--- src/ttf_mul.sv ---
// Shared signed 32x32 multiplier with a registered product.
// Depends on nothing but the clock.
module ttf_mul (
  input  logic               clk_i,
  input  logic signed [31:0] a_i,
  input  logic signed [31:0] b_i,
  output logic signed [63:0] p_o
);

  always_ff @(posedge clk_i) begin
    p_o <= a_i * b_i;
  end

endmodule

--- config.mk ---
export PLATFORM = sky130hd
export DESIGN_NAME = ttf_mul
export DESIGN_NICKNAME = d
export VERILOG_FILES = /design/src/ttf_mul.sv
export SDC_FILE = /design/constraint.sdc
export NUM_CORES = 2
export LEC_CHECK = 0
export BUFFER_PORTS_ARGS = -buffer_cell sky130_fd_sc_hd__buf_2
export CAP_MARGIN = 30
export CORE_MARGIN = 2
export CORE_UTILIZATION = 50
export CTS_CLUSTER_DIAMETER = 80
export CTS_CLUSTER_SIZE = 14
export DETAILED_ROUTE_END_ITERATION = 8
export PLACE_DENSITY = 0.68
export SLEW_MARGIN = 25
export SYNTH_ARGS = -nofsm -noshare
export SYNTH_HDL_FRONTEND = slang
export SYNTH_SLANG_ARGS = --single-unit
--- constraint.sdc ---
create_clock -name clk_i -period 21.7 [get_ports clk_i]
set_clock_uncertainty 0.15 [all_clocks]
set_input_delay 6.51 -clock clk_i [delete_from_list [all_inputs] [get_ports clk_i]]
set_output_delay 6.51 -clock clk_i [all_outputs]
set_load 0.05 [all_outputs]
# == Yosys cells after proc, flatten, opt, wreduce, memory -nomap -nowiden ==
# Cells that the tools add are included.
# W data, S select, Z words.
# totals
ff_bits,64
input_bits,65
elab_cells,2
output_inout_bits,64
# op_classes
n_mul,1
# ops
op,count
$mul A32 B32 Y64,1

# == Logic depth before layout (Yosys ltp) ==
# logic_depth
depth_word,1
mapped_depth,28
ltp_nobuf,27

# == Least setup slack after synthesis ==
# No wires, ideal clock.
# synth_timing
path_kind,in2reg
startpoint,input b_i[2]
endpoint,register p_o[62]
setup_ns,0.072
path_slack_ns,7.779
arrival_time_ns,13.699
cell_stages,24
n_path_buf,1
t_required_ns,21.478
path_cell_list,clkbuf_1 nand2_1 inv_1 fa_1 fa_1 fa_1 fa_1 inv_1 fa_1 inv_1 fa_1 inv_1 fa_1 inv_1 fa_1 ha_1 and3_1 nand2_1 or3_1 o22a_1 o211ai_1 a31oi_1 o31ai_1 xor2_1
# synth_via
elab_chain_cells,1
# synth_lines
item,line_no,text
"start, declared",6,"input logic signed [31:0] b_i,"
$mul A32 B32 Y64,11,p_o <= a_i * b_i;
"end signal, assigned",11,
"end, declared",7,output logic signed [63:0] p_o
# No other way between the ends.

# == Worst setup path after layout ==
# layout_timing
startpoint,input b_i[5]
endpoint,register p_o[62]
# Same word-level chain as after synthesis.

==> impl_metrics.csv <==
group,metric,value,unit
timing,hold_ws,6.60,ns
cells_and_area,final_nets,5176,
global_route,antenna_found_initial,10,
timing,tightest_slew,0.964,ns
min_path,min-delay-path-class,"primary input to register",
placement,hpwl,76900,µm
detailed_routing,post-route-drc-count,0,
timing,drv_slew,0,
detailed_routing,routed.top_layer,"met5",
worst_setup_path,crit_path_frequent_cell,"fa_1",
cts,cts_max_path_buffers,2,
detailed_routing,wl_met2,49100,µm
cells_and_area,top_regs,"p_o: 64 flops",
logic_synthesis,avgSynthCellArea,9.59,µm²
cells_and_area,largest_reg_flops,64,
cells_and_area,fin_util,0.524,
logic_synthesis,synth_edf_count,0,
placement,io_buffer_count,128,
logic_synthesis,yosys_warnings,0,
die,die_area,76700,µm²
detailed_routing,dr.pass1.iters,5,
detailed_routing,drt-wirelength-per-cell,20.5,µm
placement,place.gp.congestion,0.892,
logic_synthesis,synthArstFlopShare,0,
min_path,hp-start,"a_i[0]",
worst_setup_path,crit_path_top_delay_cell,"fa_1",
timing,finalSetupTns,0,ns
worst_setup_path,arrival,15.74,ns
timing,setup_viol,0,
detailed_routing,viasPerCell,5.33,
worst_setup_path,critPathKind,"primary input to register",
global_route,grt_first_pass_wirelength,163000,µm
cells_and_area,top_register,"p_o",
die,fp-row-count,100,
logic_synthesis,synth_top_cells_by_area,"fa_1 58%, inv_1 9.6%, and2_1 8.7%",
detailed_routing,wl,98600,µm
cts,clkSinkCount,64,
timing,period_share,0.717,
detailed_routing,vias,25700,
job,cap_violations,0,
timing,report.final.hold_viol_count,0,
cells_and_area,fin_cells,4821,
detailed_routing,antenna_left,0,
cts,cts_resized,0,
logic_synthesis,synth-main-ff-cell,"dfxtp_1",
die,core_area,74100,µm²
timing,clock.fmax,0.0642,GHz
logic_synthesis,synth-seq-cells,64,
worst_setup_path,cp_max_fo,32,
die,fp.dieW,277,µm
logic_synthesis,syn_nets,5215,
timing,min_period,15.57,ns
logic_synthesis,synthTopCellsByCount,"1082 x fa_1, 952 x inv_1, 516 x and2_1",
worst_setup_path,crit_start,"b_i[5]",
logic_synthesis,synth_area,37200,µm²
logic_synthesis,synth.most_common_cell,"fa_1",
global_route,grt_max_degree,33,
logic_synthesis,yosys.area.top_type_share,0.582,
die,die_y,277,µm
cts,cts_setup_buffers,0,
placement,placedCellCount,4803,
worst_setup_path,critPathMaxStageDelay,0.86,ns
logic_synthesis,yosys.area.top_type,"fa_1",
worst_setup_path,cp.required,21.87,ns
die,io_pins,129,
cells_and_area,fillers,6815,
global_route,track_usage,0.277,
global_route,overflow,0,
cts,cts_tree,"built",
cells_and_area,seq_area,1280,µm²
cells_and_area,drive_gt1_frac,0.0486,
cts,postCtsHoldBufs,0,
logic_synthesis,netlist_instances,3884,
logic_synthesis,synth_cell_types,63,
worst_setup_path,startpoint_type,"primary input",
cts,cts_made_buffers,9,
cts,htree_levels,3,
cts,root_buffer,"clkbuf_16",
cts,clk_pin_slew,0.06,ns
logic_synthesis,seq_area_frac_synth,0.0344,
cells_and_area,multi_input_area,31600,µm²
worst_setup_path,critPathCaptureType,"register",
die,start_util,0.503,
global_route,grt_pass1_vias,29200,
cells_and_area,area_growth,4.30,%
detailed_routing,met3_length,7480,µm
timing,grt_setup_unrepaired,"false",
timing,max_slew_margin,0.357,
run_status,status,"complete, no violations",
detailed_routing,wl_met1,37900,µm
detailed_routing,drtIter0Drc,1671,
## cells by family after synthesis
| kind of cell | after synthesis | synth area share |
|---|---|---|
| AO/OA/AOI/OAI | 193 | 0.0346 |
| XOR/XNOR | 75 | 0.0176 |
| adder cells (fa/ha/maj) | 1266 | 0.643 |
| buffers and inverters | 1152 | 0.116 |
| flip-flops | 64 | 0.0344 |
| AND/OR/NAND/NOR | 1134 | 0.154 |
## area by class of cell
type,count,share of cell area
Tap cell,969,0.0312
Clock buffer,14,0.00705
Timing Repair Buffer,150,0.0207
Multi-Input combinational cell,2668,0.814
Antenna cell,2,0.000129
Inverter,952,0.0920
Clock inverter,2,0.00155
Sequential cell,64,0.0330
## path summary, 6_finish.rpt
| check | end | slack, ns | depth (start not counted) |
|---|---|---|---|
| worst max-delay path | p_o[62] | 6.13 | 25 |
| worst min-delay path | p_o[0] | 6.60 | 3 |
## metal layers
metal	track usage	vias to the layer above
met5	0	-
met4	0.102	12
met3	0.0524	253
met2	0.466	1019
met1	0.358	13500
li1	-	11000
## cells in the final DEF (no fill, tap or decap), types with 7 or more instances in the layout
master	count
fa_1	1082
inv_1	952
and2_1	516
nand2_1	511
ha_1	184
buf_2	128
a21oi_1	68
dfxtp_1	64
xnor2_1	53
nor2_1	42
o21ai_0	28
a21o_1	23
xor2_1	22
buf_4	22
nand3_1	15
o21bai_1	15
a31oi_1	12
nand2b_1	9
clkbuf_16	9
nand4_1	7
and3_1	7
## critical path: cells and delay by family
kind / cells / cell delay, ns
buffers and inverters: 8 / 1.87
AND/OR/NAND/NOR: 4 / 1.03
AO/OA/AOI/OAI: 3 / 1.35
adder cells (fa/ha/maj): 9 / 4.78
XOR/XNOR: 1 / 0.16
## stage by stage
stage / worst slack, ns / instance area [µm²]
floorplan: 7.78 / 37200
global placement: 5.94 / 38500
detailed placement: 5.88 / 38500
CTS: 6.26 / 38800
global route: 5.83 / 38800
finish: 6.13 / 38800
Power is not shown: default switching activity piles up to over one toggle a cycle in this logic, so the estimate is an artifact.
