[src/ttf_pkg.sv]
// Shared types and constants for the triangle tangent frame block.
// No dependencies; imported by every module of the block but ttf_mul.
package ttf_pkg;

  // Vertex store geometry (depth must be a power of two: slots wrap on the low bits)
  localparam int VERTEX_DEPTH = 1024;
  localparam int ADDR_W       = $clog2(VERTEX_DEPTH);

  // Command codes
  localparam logic CMD_LOAD = 1'b0;
  localparam logic CMD_TRI  = 1'b1;

  // Fixed-point unit length in Q1.14
  localparam int UNIT_Q14 = 16384;

  // Datapath widths
  localparam int VEC_W = 35;  // raw binormal, tangent and normal components
  localparam int MAG_W = 30;  // magnitudes after range shift
  localparam int SUM_W = 62;  // sum of squared magnitudes
  localparam int LEN_W = 31;  // integer square root of the sum
  localparam int NUM_W = 45;  // divide numerator
  localparam int QUO_W = 15;  // divide quotient
  localparam int REM_W = 35;  // partial remainder of root and divide

  // Root/divide unit request
  typedef enum logic {
    RD_SQRT,
    RD_DIV
  } rd_op_e;

  typedef struct packed {
    logic   start;
    rd_op_e op;
  } rd_req_t;

endpackage

[src/ttf_rootdiv.sv]
// Iterative integer square root (two radicand bits per cycle) and
// restoring divide (one quotient bit per cycle) on one shared subtractor.
// Depends on ttf_pkg.
module ttf_rootdiv (
  input  logic                        clk_i,
  input  logic                        rst_ni,
  input  ttf_pkg::rd_req_t            req_i,
  input  logic [ttf_pkg::SUM_W-1:0]   radicand_i,
  input  logic [ttf_pkg::NUM_W-1:0]   num_i,
  input  logic [ttf_pkg::LEN_W-1:0]   den_i,
  output logic                        done_o,
  output logic [ttf_pkg::LEN_W-1:0]   root_o,
  output logic [ttf_pkg::QUO_W-1:0]   quot_o
);
  import ttf_pkg::*;

  logic             run_q;
  rd_op_e           op_q;
  logic [4:0]       cnt_q;
  logic [REM_W-1:0] rem_q;
  logic [SUM_W-1:0] src_q;
  logic [LEN_W-1:0] res_q;

  logic [REM_W-1:0] r2, cmp, rem_d;
  logic             ge;

  // One step: shift in source bits, compare against trial value or divisor
  always_comb begin
    if (op_q == RD_SQRT) begin
      r2  = {rem_q[REM_W-3:0], src_q[SUM_W-1:SUM_W-2]};
      cmp = {2'b00, res_q, 2'b01};
    end else begin
      r2  = {rem_q[REM_W-2:0], src_q[SUM_W-1]};
      cmp = {{(REM_W-LEN_W){1'b0}}, den_i};
    end
    ge    = (r2 >= cmp);
    rem_d = ge ? (r2 - cmp) : r2;
  end

  always_ff @(posedge clk_i or negedge rst_ni) begin
    if (!rst_ni) begin
      run_q  <= 1'b0;
      done_o <= 1'b0;
    end else begin
      done_o <= 1'b0;
      if (req_i.start) begin
        run_q <= 1'b1;
        op_q  <= req_i.op;
        res_q <= '0;
        if (req_i.op == RD_SQRT) begin
          rem_q <= '0;
          src_q <= radicand_i;
          cnt_q <= 5'(LEN_W - 1);
        end else begin
          // top quotient bits are known zero: start with the high numerator part
          rem_q <= REM_W'(num_i[NUM_W-1:QUO_W]);
          src_q <= {num_i[QUO_W-1:0], {(SUM_W-QUO_W){1'b0}}};
          cnt_q <= 5'(QUO_W - 1);
        end
      end else if (run_q) begin
        rem_q <= rem_d;
        res_q <= {res_q[LEN_W-2:0], ge};
        src_q <= (op_q == RD_SQRT) ? (src_q << 2) : (src_q << 1);
        if (cnt_q == 5'd0) begin
          run_q  <= 1'b0;
          done_o <= 1'b1;
        end else begin
          cnt_q <= cnt_q - 5'd1;
        end
      end
    end
  end

  assign root_o = res_q;
  assign quot_o = res_q[QUO_W-1:0];

endmodule

[config.mk]
export PLATFORM = sky130hd
export DESIGN_NAME = ttf_rootdiv
export DESIGN_NICKNAME = d
export VERILOG_FILES = /design/src/ttf_pkg.sv /design/src/ttf_rootdiv.sv
export SDC_FILE = /design/constraint.sdc
export NUM_CORES = 1
export LEC_CHECK = 0
export BUFFER_PORTS_ARGS = -buffer_cell sky130_fd_sc_hd__buf_2
export CAP_MARGIN = 0
export CORE_MARGIN = 2
export CORE_UTILIZATION = 45
export DETAILED_ROUTE_END_ITERATION = 8
export GPL_ROUTABILITY_DRIVEN = 0
export HOLD_SLACK_MARGIN = 0.06
export PLACE_DENSITY = 0.8
export SLEW_MARGIN = 5
export SYNTH_ARGS = -nofsm -noshare
export SYNTH_HDL_FRONTEND = slang
export SYNTH_SLANG_ARGS = --single-unit
export TNS_END_PERCENT = 1
[constraint.sdc]
create_clock -name clk_i -period 4.7 [get_ports clk_i]
set_input_delay 0.705 -clock clk_i [delete_from_list [all_inputs] [get_ports clk_i]]
set_output_delay 0.705 -clock clk_i [all_outputs]
set_load 0.02 [all_outputs]
Word level (Yosys, flattened, before mapping)

Index checks and enable logic that the tools add are counted.

Register bits: 135
Output and inout bits: 47

$add $sub $neg: 2
Order comparisons: 1
Equality and inequality tests: 1
Multiplexer cells: 21
Reductions and logical operators: 5

Operators by type and width:

| kind                | count |
|---|---|
| $mux 62             | 4 |
| $mux 34             | 3 |
| $ge 35x33->1        | 1 |
| $mux 35             | 1 |
| $sub 34x33->34      | 1 |
| $mux 33             | 1 |
| $mux 31             | 1 |
| $mux 30             | 1 |
| $mux 5              | 4 |
| $mux 1              | 6 |
| $logic_not 5->1     | 1 |
| $sub 5x1->5 const B | 1 |
| $reduce_and 2->1    | 2 |
| $reduce_and 3->1    | 1 |
| $ne 2x2->1 const B  | 1 |
| $reduce_bool 2->1   | 1 |

Logic depth before layout (Yosys ltp)

Word-level depth: 5
Depth in mapped cells: 18
Depth with buffers taken out: 12

Worst setup path before layout

No wires, ideal clock.

Kind: reg-to-reg
Start point: register op_q
End point: register rem_q[0], data pin
Setup time: 261 ps
Data arrival time: 4276 ps
Data required time: 4439 ps
Setup slack: 163 ps
Cell stages (with the launch flop): 18
Buffers on the path: 7
Clock period less this slack: 4537 ps
Cells stage by stage: edfxtp_1 > clkbuf_1 > buf_1 > clkbuf_1 > buf_1 > mux2i_1 > ha_1 > buf_2 > a21o_1 > a21oi_1 > o21ai_0 > nor3_2 > o2111a_1 > nor3_4 > or2_1 > buf_4 > buf_6 > a221o_1

Cells in the longest elaborated chain, start to end: 5
Elaborated cells between the ends (all ways): 7
Classes of those cells: 1 x add/sub; 1 x order compare; 5 x mux

Ends and longest elaborated chain:

| element                                        | line                                 | RTL |
|---|---|---|
| start, declared                                | ttf_rootdiv.sv:18                    | `rd_op_e op_q;` |
| start signal, assigned                         | ttf_rootdiv.sv:48                    | `op_q <= req_i.op;` |
| $mux 35 or $mux 33 (tied branches)             | ttf_rootdiv.sv:29                    | `if (op_q == RD_SQRT) begin` |
| $sub 34x33->34 or $ge 35x33->1 (tied branches) | ttf_rootdiv.sv:37, ttf_rootdiv.sv:36 |  |
| $mux 34 *                                      | ttf_rootdiv.sv:37                    | `rem_d = ge ? (r2 - cmp) : r2;` |
| $mux 34 *                                      | ttf_rootdiv.sv:60                    | `end else if (run_q) begin` |
| $mux 34 *                                      | ttf_rootdiv.sv:46                    | `if (req_i.start) begin` |
| end signal, assigned                           | ttf_rootdiv.sv:56                    | `rem_q <= REM_W'(num_i[NUM_W-1:QUO_W]);` |
| end signal, assigned                           | ttf_rootdiv.sv:61                    | `rem_q <= rem_d;` |
| end, declared                                  | ttf_rootdiv.sv:20                    | `logic [REM_W-1:0] rem_q;` |

Every way passes the cells marked *; elsewhere a longest branch is shown, timed or not. The select of a mux whose other input is x is not followed.
A chain may end at the register's enable or synchronous reset.

Worst setup path after layout

Start point: register op_q
End point: register rem_q[12], data pin

Same word-level chain as after synthesis.

==> results list <==
- Worst setup EP type: flop
- The detailed router finished its first iteration with roughly 580 violations.
- Final-report hold violation count: 0
* Reg2reg path depth: 14
* Most area-hungry cell type in the Yosys netlist: sky130_fd_sc_hd__edfxtp_1
- Post CTS Setup Buffer Count: 0
- Area contributors post-synth: sky130_fd_sc_hd__edfxtp_1 (42%), sky130_fd_sc_hd__mux2i_1 (14%), sky130_fd_sc_hd__ha_1 (4.6%)
- Setup repair after global routing left no endpoint under its margin.
* Crit Reg-Reg Endpoint: rem_q[12]
* GRT Residual Overflow: 0
- Yosys mapped the design onto 62 distinct sky130hd cell types.
- For this run, asynchronously set or reset flops after synthesis account for about 1.5%.
- Slowest stage cell, crit path: sky130_fd_sc_hd__buf_4
- Pleak: 4.913 nW
- Endpoint arrival time on the critical path: approximately 4.4 ns
* GR Util All Layers: between 20% and 30%
* Period Utilization, post-route: approximately nine tenths
- The initial antenna violation count is 3.
- Timing analysis after detailed placement gives a worst setup slack of approximately 0.51 ns.
- Max-cap violations in this run came to 0.
- Area growth from synthesis to layout: 16.80%
- The worst register-to-register path begins at op_q.
* Number of instances in the synthesized netlist: approximately 950
- Clock latency on the worst-skew pair: around 0.42 ns
- Residual DRC count: 0
- The share of the Yosys chip area taken by registers is 42.39%.
- TritonCTS built the clock tree.
* Syn_area_per_cell: between 10 and 15 um2
- Worst path cell trace: buf_12 -> buf_4 -> mux2i_1 -> ha_1 -> nor2b_1 -> o21bai_1 -> a211oi_2 -> nor3_2 -> o2111a_1 -> nor3_4 -> or2_1 -> buf_4 -> mux2i_1 -> o21ai_1
* Root buffer cell: sky130_fd_sc_hd__clkbuf_16
- STA classifies the critical path startpoint as a flop.
- Area share of the largest cell type after synthesis: between 40% and 50%
* Via Count: approximately 7700
- In the final layout, the share of cells above drive strength 1 is 25.18%.
* HPWL Detailed: ~17 mm
- At the end of the flow the core is filled with cells to between 50% and 60%.
- Clock sinks: approximately 140
* Detailed-route vias per instance: between 5 and 6
- Once the clock tree was built, the resizer swapped 0 gates to a different size.
* Smallest setup slack after layout: between 0.4 and 0.5 ns
- Counting along the longest clock path gives a buffer depth of 2.
- Layout Nets: between 1000 and 1500
* Number of buffers inserted by port buffering: 188
- Minimum hold slack: approximately 0.39 ns
- In this run the remaining antenna-violating nets after routing total 0.
- After detailed routing, the total wire length is between 20 and 25 mm.
* Total nets after synthesis: ~1100
- Core ar.: 0.02089 mm2
- The max-slew violation count was 0.
- Run status: completed
* TritonCTS buffer count: 17
- Detailed-route wire length per cell: 17.20 um
- The setup path with the least slack is of type flop to flop.
- Setup violations remaining at the end of the flow were counted as 0.
- The initial utilization of the core area, before any placement, comes to a little under half.
* DIE WIDTH: between 100 and 150 um
* Clk_skew: 0.006982 ns
- Along the worst path, the maximum fanout reaches 60.
- First-pass GRT wire length: approximately 38 mm
- Req. time, crit path: 4.85 ns
- The most used flip-flop cell after synthesis is sky130_fd_sc_hd__edfxtp_1.
- The worst pin sits at a relative slew slack of between 20% and 30%.
* Number of hold buffers added after CTS: 0
* Clock transition at path regs: 0.06 ns
- Area of placed instances: 0.01057 mm2
- Final Instance Area: around 0.011 mm2
- Largest net degree at the start of global routing: 64
* Pwr dens: 417.9 mW/mm2
- After floorplanning, the core was divided into 53 placement rows.
* Floorplan die area: roughly 0.022 mm2
* Stage delay of the slowest cell on the critical path: around 0.55 ns
- The Yosys step of the flow raised 0 warnings.
- After synthesis the netlist holds a flip-flop and latch count of roughly 140.
* Number of levels in the clock H-tree: 4
- For flop-to-flop paths, the worst setup slack is 0.46 ns.
- Top-Level Pins: approximately 190
- Worst ir drop on vdd: approximately 0.30 mV
- For the pin with the worst max-slew slack, the measured transition is approximately 1.1 ns.
* Cell area after synthesis: about 0.0095 mm2
- In this run the worst hold path is classified as input pin to asynchronous set/reset pin.
- Number of search-and-repair iterations in the first detailed-routing pass: 5
* Accumulated negative setup slack: 0 ns
- Vias in the first global route: ~7600
- Yosys mapped a number of flops with a built-in enable equal to 133.
- Die height: about 150 um
* Achievable clock frequency: between 200 and 250 MHz
* Clock period minus final worst setup slack: about 4.2 ns
## through the flow
| stage | power [mW] | instances |
|---|---|---|
| 4_1_cts | 4.660 | 1379 |
| 5_1_grt | 4.928 | 1382 |
| 2_1_floorplan | 2.970 | 949 |
| 3_5_place_dp | 3.352 | 1347 |
| 6_report | 4.657 | 1382 |
| 3_3_place_gp | 3.323 | 1347 |
## cells in the final DEF, fill, tap and decap left out, types with 7 or more instances in the layout
master                      count
sky130_fd_sc_hd__nand2_1      101
sky130_fd_sc_hd__inv_1         12
sky130_fd_sc_hd__xor2_1         9
sky130_fd_sc_hd__and2_1        11
sky130_fd_sc_hd__buf_2        187
sky130_fd_sc_hd__mux2i_1      138
sky130_fd_sc_hd__nand3_1       17
sky130_fd_sc_hd__o211ai_1       8
sky130_fd_sc_hd__nand2b_1       7
sky130_fd_sc_hd__a21o_1        15
sky130_fd_sc_hd__nor2b_1       20
sky130_fd_sc_hd__buf_4         14
sky130_fd_sc_hd__edfxtp_1     133
sky130_fd_sc_hd__clkbuf_16     17
sky130_fd_sc_hd__xnor2_1       22
sky130_fd_sc_hd__a21oi_1       64
sky130_fd_sc_hd__mux2_2        31
sky130_fd_sc_hd__o21ai_0       63
sky130_fd_sc_hd__nor3_1        12
sky130_fd_sc_hd__ha_1          35
sky130_fd_sc_hd__nor2_1        61
sky130_fd_sc_hd__a211oi_1      20
sky130_fd_sc_hd__o21ai_1       20
## state kept, by name, summed over array words and instances, names as in the netlist
name / cells
src_q: 62
rem_q: 34
root_o: 31
cnt_q: 5
done_o: 1
op_q: 1
run_q: 1
## kinds of logic after synthesis
| logic type | after synthesis | synth area share (%) |
|---|---|---|
| buf+inv | 91 | 4.551 |
| flops | 135 | 42.39 |
| fa+ha+maj | 36 | 4.801 |
| mux | 169 | 18.14 |
| xor+xnor | 31 | 2.846 |
| compound gates | 234 | 15.10 |
| simple gates | 253 | 12.17 |
## how the worst max path moves through the flow
stage,startpoint,endpoint,slack (ns)
detailed placement,op_q,rem_q[12],0.51
floorplan,op_q,rem_q[0],0.16
CTS,op_q,rem_q[12],0.47
finish,op_q,rem_q[12],0.46
global route,op_q,rem_q[12],0.05
global placement,op_q,rem_q[11],0.65
## area by class of cell
type,instances,area (um2)
fill,1854,9747
timing repair buffer,202,1061
tap,275,344.1
clock buffer,18,429.2
sequential,135,4045
multi-input combinational,723,5071
clock inverter,14,138.9
inverter,12,45.04
antenna,3,7.507
## worst max-delay path: cells and delay by family, from the launching register on
kind                       cells  cell delay, ns
AOI/OAI and AO/OA              4            0.78
adders and majority gates      1            0.26
buffers and inverters          3            1.21
DFF                            1            0.40
muxes                          2            0.46
and+or+nand+nor                4            0.82
## per-layer routing
layer | routed length [um] | GRT usage, % | vias up
met5 | 0 | 0 | -
met4 | 578 | 9.048 | 0
met3 | 1153 | 3.476 | 44
met2 | 11280 | 34.13 | 231
met1 | 10760 | 28.53 | 3646
li1 | - | - | 3790
## cells in the mapped netlist (all sizes together) (2+ instances only)
library cell    n
a211oi         22
a21boi          3
a21o           15
a21oi          65
a221o           3
a22o            2
a311o           3
a311oi          2
a31o            2
a31oi           4
and2           11
and3            4
buf            37
clkbuf         42
dfrtp           2
edfxtp        133
ha             35
inv            12
mux2           31
mux2i         138
nand2         102
nand2b          7
nand3          17
nand4           6
nor2           62
nor2b          20
nor3           14
nor4            2
o211ai          8
o21a            5
o21ai          83
o21bai          3
o22ai           3
o31ai           4
or2             3
xnor2          22
xor2            9
## power breakdown
| part | switching (mW) | total [mW] | internal [mW] |
|---|---|---|---|
| Combinational | 1.01 | 1.76 | 0.752 |
| Sequential | 0.0802 | 1.60 | 1.52 |
| Clock | 0.559 | 1.30 | 0.740 |
| Total | 1.65 | 4.66 | 3.01 |
(Power assumes the default switching activity.)
